===== src/sv/smm_pkg.sv =====
// ----------------------------------------------------------------------------
// smm_pkg
// Shared types, constants and helpers for the min/max stack.
// ----------------------------------------------------------------------------
package smm_pkg;

    localparam int STACK_DEPTH = 32;
    localparam int VAL_W       = 31;
    localparam int FILL_W      = 6;
    localparam int AW          = (STACK_DEPTH > 1) ? $clog2(STACK_DEPTH) : 1;
    localparam int CW          = $clog2(STACK_DEPTH + 1);

    localparam logic [VAL_W-1:0] EMPTY_MIN = {VAL_W{1'b1}};
    localparam logic [VAL_W-1:0] EMPTY_MAX = '0;

    typedef enum logic [1:0] {
        REQ_PUSH  = 2'd0,
        REQ_POP   = 2'd1,
        REQ_PEEK  = 2'd2,
        REQ_CLEAR = 2'd3
    } t_req;

    typedef enum logic [1:0] {
        ST_OK    = 2'd0,
        ST_FULL  = 2'd1,
        ST_EMPTY = 2'd2
    } t_status;

    typedef struct packed {
        t_req             req_type;
        logic [VAL_W-1:0] push_value;
    } t_in_item;

    typedef struct packed {
        t_status           status;
        logic [VAL_W-1:0]  read_value;
        logic [FILL_W-1:0] fill_count;
        logic [VAL_W-1:0]  min_value;
        logic [VAL_W-1:0]  max_value;
    } t_out_item;

    typedef enum logic [2:0] {
        S_IDLE = 3'd0,
        S_EXEC = 3'd1,
        S_TOP  = 3'd2,
        S_SCAN = 3'd3,
        S_FIN  = 3'd4,
        S_DONE = 3'd5
    } t_state;

    // controller -> datapath
    typedef struct packed {
        logic capture;
        logic exec;
        logic take_top;
        logic scan_issue;
        logic scan_fin;
        logic out_load;
    } t_dp_cmd;

    // datapath -> controller
    typedef struct packed {
        t_req req;
        logic empty;
        logic top_extreme;
        logic scan_more;
    } t_dp_stat;

    // low bits of the count, whatever the count width
    function automatic logic [FILL_W-1:0] f_fill(input logic [CW-1:0] cnt);
        logic [63:0] w;
        w = 64'(cnt);
        return w[FILL_W-1:0];
    endfunction

endpackage


===== src/sv/stack_with_min_max.sv =====
// ----------------------------------------------------------------------------
// stack_with_min_max
// Bounded LIFO that also reports the smallest and largest value it holds.
// ----------------------------------------------------------------------------
// Usage notes:
//  - Input channel (i_in_valid / o_in_ready / i_in_req) carries one request:
//    push, pop, peek at the top, or clear. Output channel (o_out_valid /
//    i_out_ready / o_out_res) returns exactly one result per request: status,
//    value read, fill count, current minimum and maximum.
//  - One request at a time. Push, clear and any refused request are executed
//    and go straight to the result step. Peek, and a pop that leaves min/max
//    intact, also read the top entry. A pop that removes the current minimum
//    or maximum rescans the remaining N entries through the single memory
//    read port, one per cycle.
//  - The next request is taken as soon as the sequencer is idle, even while
//    the previous result still sits in the output register.
//  - If the receiver stalls, the finished result waits in the sequencer
//    until the output register frees up; no result is dropped.
//  - Synchronous active-low reset empties the stack (min reads all ones, max
//    reads zero) and drops any pending result. Entry storage is not cleared.
// ----------------------------------------------------------------------------
module stack_with_min_max (
    input  logic               i_clk,
    input  logic               i_rst_n,
    input  logic               i_in_valid,
    output logic               o_in_ready,
    input  smm_pkg::t_in_item  i_in_req,
    output logic               o_out_valid,
    input  logic               i_out_ready,
    output smm_pkg::t_out_item o_out_res
);
    import smm_pkg::*;

    t_dp_cmd  cmd;
    t_dp_stat stat;

    // sequencer: handshakes and step order
    smm_ctrl u_ctrl (
        .i_clk       (i_clk),
        .i_rst_n     (i_rst_n),
        .i_in_valid  (i_in_valid),
        .o_in_ready  (o_in_ready),
        .o_out_valid (o_out_valid),
        .i_out_ready (i_out_ready),
        .o_cmd       (cmd),
        .i_stat      (stat)
    );

    // storage, extremes tracking, rescan and result register
    smm_dpath u_dpath (
        .i_clk   (i_clk),
        .i_rst_n (i_rst_n),
        .i_req   (i_in_req),
        .i_cmd   (cmd),
        .o_stat  (stat),
        .o_res   (o_out_res)
    );

endmodule


===== src/sv/smm_ctrl.sv =====
// ----------------------------------------------------------------------------
// smm_ctrl
// Sequencer for the min/max stack: request capture, top read, rescan, result.
// ----------------------------------------------------------------------------
module smm_ctrl (
    input  logic               i_clk,
    input  logic               i_rst_n,
    input  logic               i_in_valid,
    output logic               o_in_ready,
    output logic               o_out_valid,
    input  logic               i_out_ready,
    output smm_pkg::t_dp_cmd   o_cmd,
    input  smm_pkg::t_dp_stat  i_stat
);
    import smm_pkg::*;

    t_state r_state, n_state;
    logic   r_out_vld, n_out_vld;

    always_ff @(posedge i_clk) begin
        if (!i_rst_n) begin
            r_state   <= S_IDLE;
            r_out_vld <= 1'b0;
        end else begin
            r_state   <= n_state;
            r_out_vld <= n_out_vld;
        end
    end

    always_comb begin
        n_state    = r_state;
        o_cmd      = '0;
        o_in_ready = 1'b0;
        case (r_state)
            S_IDLE: begin
                o_in_ready = 1'b1;
                if (i_in_valid) begin
                    o_cmd.capture = 1'b1;
                    n_state       = S_EXEC;
                end
            end
            S_EXEC: begin
                o_cmd.exec = 1'b1;
                if ((i_stat.req == REQ_POP || i_stat.req == REQ_PEEK) && !i_stat.empty) begin
                    n_state = S_TOP;
                end else begin
                    n_state = S_DONE;
                end
            end
            S_TOP: begin
                o_cmd.take_top = 1'b1;
                if (i_stat.req == REQ_POP && i_stat.top_extreme) begin
                    n_state = S_SCAN;
                end else begin
                    n_state = S_DONE;
                end
            end
            S_SCAN: begin
                if (i_stat.scan_more) begin
                    o_cmd.scan_issue = 1'b1;
                end else begin
                    n_state = S_FIN;
                end
            end
            S_FIN: begin
                o_cmd.scan_fin = 1'b1;
                n_state        = S_DONE;
            end
            S_DONE: begin
                if (!r_out_vld || i_out_ready) begin
                    o_cmd.out_load = 1'b1;
                    n_state        = S_IDLE;
                end
            end
            default: begin
                n_state = S_IDLE;
            end
        endcase
    end

    always_comb begin
        n_out_vld = r_out_vld;
        if (r_out_vld && i_out_ready) begin
            n_out_vld = 1'b0;
        end
        if (o_cmd.out_load) begin
            n_out_vld = 1'b1;
        end
    end

    assign o_out_valid = r_out_vld;

endmodule


===== src/sv/smm_dpath.sv =====
// ----------------------------------------------------------------------------
// smm_dpath
// Entry memory, fill count, min/max registers, rescan unit and result register.
// ----------------------------------------------------------------------------
module smm_dpath (
    input  logic               i_clk,
    input  logic               i_rst_n,
    input  smm_pkg::t_in_item  i_req,
    input  smm_pkg::t_dp_cmd   i_cmd,
    output smm_pkg::t_dp_stat  o_stat,
    output smm_pkg::t_out_item o_res
);
    import smm_pkg::*;

    logic [VAL_W-1:0] r_mem [STACK_DEPTH];
    logic [VAL_W-1:0] r_rd_data;
    logic [AW-1:0]    rd_addr;
    logic [CW-1:0]    top_idx;
    logic             full;
    logic             mem_we;

    t_in_item         r_req,      n_req;
    logic [CW-1:0]    r_count,    n_count;
    logic [VAL_W-1:0] r_min,      n_min;
    logic [VAL_W-1:0] r_max,      n_max;
    t_status          r_status,   n_status;
    logic [VAL_W-1:0] r_rd_val,   n_rd_val;
    logic             r_need_min, n_need_min;
    logic             r_need_max, n_need_max;
    logic [CW-1:0]    r_scan_idx, n_scan_idx;
    logic             r_pend,     n_pend;
    logic [VAL_W-1:0] r_acc_min,  n_acc_min;
    logic [VAL_W-1:0] r_acc_max,  n_acc_max;
    t_out_item        r_out,      n_out;

    assign top_idx = r_count - CW'(1);
    assign full    = (r_count >= CW'(STACK_DEPTH));
    assign rd_addr = i_cmd.scan_issue ? r_scan_idx[AW-1:0] : top_idx[AW-1:0];
    assign mem_we  = i_cmd.exec && (r_req.req_type == REQ_PUSH) && !full;

    // one write port and one read port, registered read
    always_ff @(posedge i_clk) begin
        if (mem_we) begin
            r_mem[r_count[AW-1:0]] <= r_req.push_value;
        end
        r_rd_data <= r_mem[rd_addr];
    end

    assign o_stat.req         = r_req.req_type;
    assign o_stat.empty       = (r_count == '0);
    assign o_stat.top_extreme = (r_rd_data == r_min) || (r_rd_data == r_max);
    assign o_stat.scan_more   = (r_scan_idx < r_count);

    always_comb begin
        n_req      = r_req;
        n_count    = r_count;
        n_min      = r_min;
        n_max      = r_max;
        n_status   = r_status;
        n_rd_val   = r_rd_val;
        n_need_min = r_need_min;
        n_need_max = r_need_max;
        n_scan_idx = r_scan_idx;
        n_acc_min  = r_acc_min;
        n_acc_max  = r_acc_max;
        n_out      = r_out;
        n_pend     = i_cmd.scan_issue;

        if (i_cmd.capture) begin
            n_req = i_req;
        end

        if (i_cmd.exec) begin
            n_rd_val = '0;
            n_status = ST_OK;
            case (r_req.req_type)
                REQ_PUSH: begin
                    if (full) begin
                        n_status = ST_FULL;
                    end else begin
                        n_count = r_count + CW'(1);
                        if (r_req.push_value < r_min) begin
                            n_min = r_req.push_value;
                        end
                        if (r_req.push_value > r_max) begin
                            n_max = r_req.push_value;
                        end
                    end
                end
                REQ_CLEAR: begin
                    n_count = '0;
                    n_min   = EMPTY_MIN;
                    n_max   = EMPTY_MAX;
                end
                default: begin
                    if (r_count == '0) begin
                        n_status = ST_EMPTY;
                    end
                end
            endcase
        end

        if (i_cmd.take_top) begin
            n_rd_val = r_rd_data;
            if (r_req.req_type == REQ_POP) begin
                n_count    = top_idx;
                n_need_min = (r_rd_data == r_min);
                n_need_max = (r_rd_data == r_max);
                n_acc_min  = EMPTY_MIN;
                n_acc_max  = EMPTY_MAX;
                n_scan_idx = '0;
            end
        end

        if (i_cmd.scan_issue) begin
            n_scan_idx = r_scan_idx + CW'(1);
        end

        // data from the previous scan read
        if (r_pend) begin
            if (r_rd_data < r_acc_min) begin
                n_acc_min = r_rd_data;
            end
            if (r_rd_data > r_acc_max) begin
                n_acc_max = r_rd_data;
            end
        end

        if (i_cmd.scan_fin) begin
            if (r_need_min) begin
                n_min = r_acc_min;
            end
            if (r_need_max) begin
                n_max = r_acc_max;
            end
        end

        if (i_cmd.out_load) begin
            n_out.status     = r_status;
            n_out.read_value = r_rd_val;
            n_out.fill_count = f_fill(r_count);
            n_out.min_value  = r_min;
            n_out.max_value  = r_max;
        end
    end

    always_ff @(posedge i_clk) begin
        if (!i_rst_n) begin
            r_count <= '0;
            r_min   <= EMPTY_MIN;
            r_max   <= EMPTY_MAX;
            r_pend  <= 1'b0;
        end else begin
            r_count <= n_count;
            r_min   <= n_min;
            r_max   <= n_max;
            r_pend  <= n_pend;
        end
    end

    always_ff @(posedge i_clk) begin
        r_req      <= n_req;
        r_status   <= n_status;
        r_rd_val   <= n_rd_val;
        r_need_min <= n_need_min;
        r_need_max <= n_need_max;
        r_scan_idx <= n_scan_idx;
        r_acc_min  <= n_acc_min;
        r_acc_max  <= n_acc_max;
        r_out      <= n_out;
    end

    assign o_res = r_out;

endmodule

===== config.mk =====
export PLATFORM = sky130hd
export DESIGN_NAME = stack_with_min_max
export DESIGN_NICKNAME = d
export VERILOG_FILES = /design/src/sv/smm_pkg.sv /design/src/sv/stack_with_min_max.sv /design/src/sv/smm_ctrl.sv /design/src/sv/smm_dpath.sv
export SDC_FILE = /design/constraint.sdc
export NUM_CORES = 2
export LEC_CHECK = 0
export BUFFER_PORTS_ARGS = -buffer_cell sky130_fd_sc_hd__clkbuf_2
export CAP_MARGIN = 40
export CORE_MARGIN = 8
export CORE_UTILIZATION = 62
export CTS_CLUSTER_SIZE = 30
export DETAILED_ROUTE_END_ITERATION = 16
export PLACE_DENSITY_LB_ADDON = 0.25
export SYNTH_ARGS = -nofsm -noshare
export SYNTH_HDL_FRONTEND = slang
export SYNTH_SLANG_ARGS = --single-unit

===== constraint.sdc =====
create_clock -name i_clk -period 4.83 [get_ports i_clk]
set_input_delay 1.2075 -clock i_clk [delete_from_list [all_inputs] [get_ports i_clk]]
set_output_delay 1.2075 -clock i_clk [all_outputs]
set_load 0.005 [all_outputs]

==> reports/results.tsv <==
stage	metric	value	unit
die	die_h	314	um
drt	vias	36800	
global_routing	grt_max_degree	102	
timing	setup_tns	0	ns
die	ios	140	
die	design.die.area	0.0988	sq mm
timing	slew_viol_final	0	
clocking	clk_latency	0.75	ns
drt	dr.pass1.iters	6	
timing	finClkSkew	0.0322	ns
timing	tightest_slew	0.977	ns
clocking	postCtsHoldBufs	0	
global_routing	grt_pass1_vias	35400	
worst_hold_path	hold_path_depth	0	
critical_path	crit_fanout	66	
die	dieWidth	314	um
clocking	root_buffer	clkbuf_16	
critical_path	crit_buf_inv	3	
synthesis	avgSynthCellArea	13.3	sq um
synthesis	synth_cell_types	59	
clocking	cts_setup_buffers	0	
synthesis	synthTopCellsByCount	1167 x edfxtp_1, 755 x nand2_1, 266 x nand3_1	
power	total_power	25.6	mW
clocking	post_cts_resized	0	
drt	wl	160000	um
job	drv_cap	0	
worst_hold_path	hp-class	register to register	
drt	wl_per_cell	28.5	um
timing	period_minus_slack	4.35	ns
timing	rsz0062_at_grt	no	
power	leakage	23.3	nW
global_routing	gr-total-overflow	0	
critical_path	r2r_cells	11	
timing	relSlewSlack	0.348	
clocking	clock_sinks	1333	
global_routing	grt_usage	0.319	
place	hpwl	96400	um
timing	max_clock_freq	230	MHz
drt	initialDrtViolationCount	4942	
critical_path	crit_type	register to register	
synthesis	synth_nets	4312	
synthesis	synth_enable_flop_cells	1167	
die	fp-row-count	109	
timing	fin_crit_sh	0.901	
clocking	cts_made_buffers	134	
clocking	htreeDepth	4	
critical_path	critical-path-max-stage-delay	0.79	ns
synthesis	synth-main-ff-cell	edfxtp_1	
timing	report.final.hold_viol_count	0	
drt	drcViolationCount	0	
critical_path	critPathTopFamily	compound AO/OA/AOI/OAI gates	
synthesis	yosysWarnings	0	
critical_path	worstPathRequired	5.46	ns
synthesis	syn_inst	4139	
clocking	path_clk_slew	0.06	ns
synthesis	synth_seq_area_share	0.695	
critical_path	cp_cell_sequence	clkinv_1, ha_1, a211oi_1, o221ai_4, mux2_8, buf_12, buf_12, nand2_1, a32oi_1, a21boi_0, a2111oi_2	
synthesis	synth_area_leaders	edfxtp_1 63%, dfxtp_1 6.0%, nand2_1 5.1%	
die	coreArea	0.0884	sq mm
synthesis	ys_ff_latch	1333	
synthesis	synth.largest_area_cell	edfxtp_1	
clocking	clockBufferDepth	3	
power	power.density	410	mW/mm^2
critical_path	crit_path_frequent_cell	buf_12	
critical_path	worstPathArrival	4.98	ns
critical_path	crit_slowest_cell	mux2_8	
global_routing	grt_first_pass_wirelength	232000	um
die	initial_core_util	0.625	
synthesis	syn_area	0.0552	sq mm
critical_path	critPathCaptureType	register	
critical_path	crit_path_start_kind	register	
clocking	cts_tree	built	
layout	drive_above_1_share	0.125	
drt	drtAntennaViolNets	0	
place	port_buffers	139	
synthesis	synthArstFlopShare	0	
layout	area.growth.synth_to_final	13.2	%
global_routing	antenna_found_initial	9	
layout	layout.nets	4502	
drt	via_per_inst	6.56	
synthesis	yosysMostFrequentCell	edfxtp_1	
power	ir_drop	445	uV
place	gp_congestion	0.956	
synthesis	synth_top_area_share	0.635	
layout	fillers	5806	
critical_path	crit_cells	11	
timing	finalSetupViolCount	0	
status	status	finished, final reports clean	
[layer usage]
| metal | vias up | part of all wire | global-route usage | wire length (um) |
|---|---|---|---|---|
| li1 | 15900 | - | - | - |
| met1 | 18000 | 0.37 | 0.427 | 59800 |
| met2 | 2459 | 0.45 | 0.488 | 72200 |
| met3 | 491 | 0.12 | 0.0734 | 19100 |
| met4 | 2 | 0.057 | 0.168 | 9070 |
| met5 | - | 0.000081 | 0 | 13 |
[area by class of cell]
type / count / area (sq um) / share of cell area
antenna: 7 / 17.5 / 0.000280
clock buffer: 198 / 3790 / 0.0606
clock inverter: 48 / 402 / 0.00643
inverter: 169 / 634 / 0.0101
multi-input combinational: 2405 / 15600 / 0.249
sequential: 1333 / 38400 / 0.614
tap: 1165 / 1460 / 0.0233
timing repair buffer: 286 / 2280 / 0.0365
[layout by cell type (no fill, tap or decap), types with 63 or more instances in the layout]
cell / synthesis / layout
a32oi_1: 155 / 155
buf_4: 20 / 107
clkbuf_16: 0 / 139
clkbuf_2: 0 / 140
dfxtp_1: 166 / 166
edfxtp_1: 1167 / 1167
ha_1: 136 / 136
inv_1: 166 / 166
mux2i_1: 217 / 217
nand2_1: 755 / 755
nand3_1: 266 / 264
nand4_1: 63 / 63
nor2_1: 224 / 190
o21ai_0: 92 / 89
[path summary, 6_finish.rpt]
| check | startpoint | to | slack, ns |
|---|---|---|---|
| setup reg to reg | u_dpath.r_count[3]$_SDFF_PN0_ | u_dpath.r_rd_data[21]$_DFF_P_ | 0.48 |
| hold reg to reg | u_dpath.r_rd_val[2]$_SDFFCE_PN0P_ | u_dpath.o_res[70]$_DFFE_PP_ | 0.42 |
| setup / recovery | u_dpath.r_count[3]$_SDFF_PN0_ | u_dpath.r_rd_data[21]$_DFF_P_ | 0.48 |
| hold / removal | u_dpath.r_rd_val[2]$_SDFFCE_PN0P_ | u_dpath.o_res[70]$_DFFE_PP_ | 0.42 |
[where the power goes]
part	total [mW]	internal, mW	switching (mW)
Sequential	13.4	12.9	0.517
Clock	9.97	5.68	4.30
Combinational	2.29	0.811	1.48
[per-stage QoR]
stage          instances  hold slack (ns)  setup WS (ns)  cell area, sq um  utilization
2_1_floorplan       4139            0.400          0.608             55200            -
3_3_place_gp        5353            0.400          0.719             58200        0.659
3_5_place_dp        5357            0.405          0.571             58300        0.660
4_1_cts             5603            0.420          0.530             62500        0.707
5_1_grt             5604            0.423          0.232             62500        0.707
6_report            5611            0.419          0.478             62500        0.707
[sequential cells by signal, indices dropped and copies added (netlist names), 2 cells and up]
signal,cells
u_dpath.r_mem,992
u_dpath.o_res,101
u_dpath.r_acc_max,31
u_dpath.r_acc_min,31
u_dpath.r_max,31
u_dpath.r_min,31
u_dpath.r_rd_data,31
u_dpath.r_rd_val,31
u_dpath.r_req,31
u_dpath.r_count,6
u_dpath.r_scan_idx,6
u_ctrl.r_state,3
u_dpath.o_stat,2
u_dpath.r_status,2
[worst register-to-register path, stage by stage, from the launching register on]
cell,delay [ns]
dfxtp_1,0.57
clkinv_1,0.30
ha_1,0.37
a211oi_1,0.44
o221ai_4,0.36
mux2_8,0.79
buf_12,0.31
buf_12,0.21
nand2_1,0.11
a32oi_1,0.23
a21boi_0,0.16
a2111oi_2,0.39
[kinds of logic (layout without fill, tap and decap cells)]
kind of cell,after synthesis,count (layout),share of synthesized area
and+or+nand+nor,1401,1401,0.110
DFF,1333,1333,0.695
AOI/OAI and AO/OA,578,578,0.0820
buffers and inverters,401,701,0.0312
muxes,219,219,0.0400
adders and majority gates,136,136,0.0308
xor gates and xnor gates,71,71,0.0113
other,0,7,0
Power figures use the tool's default switching activity.
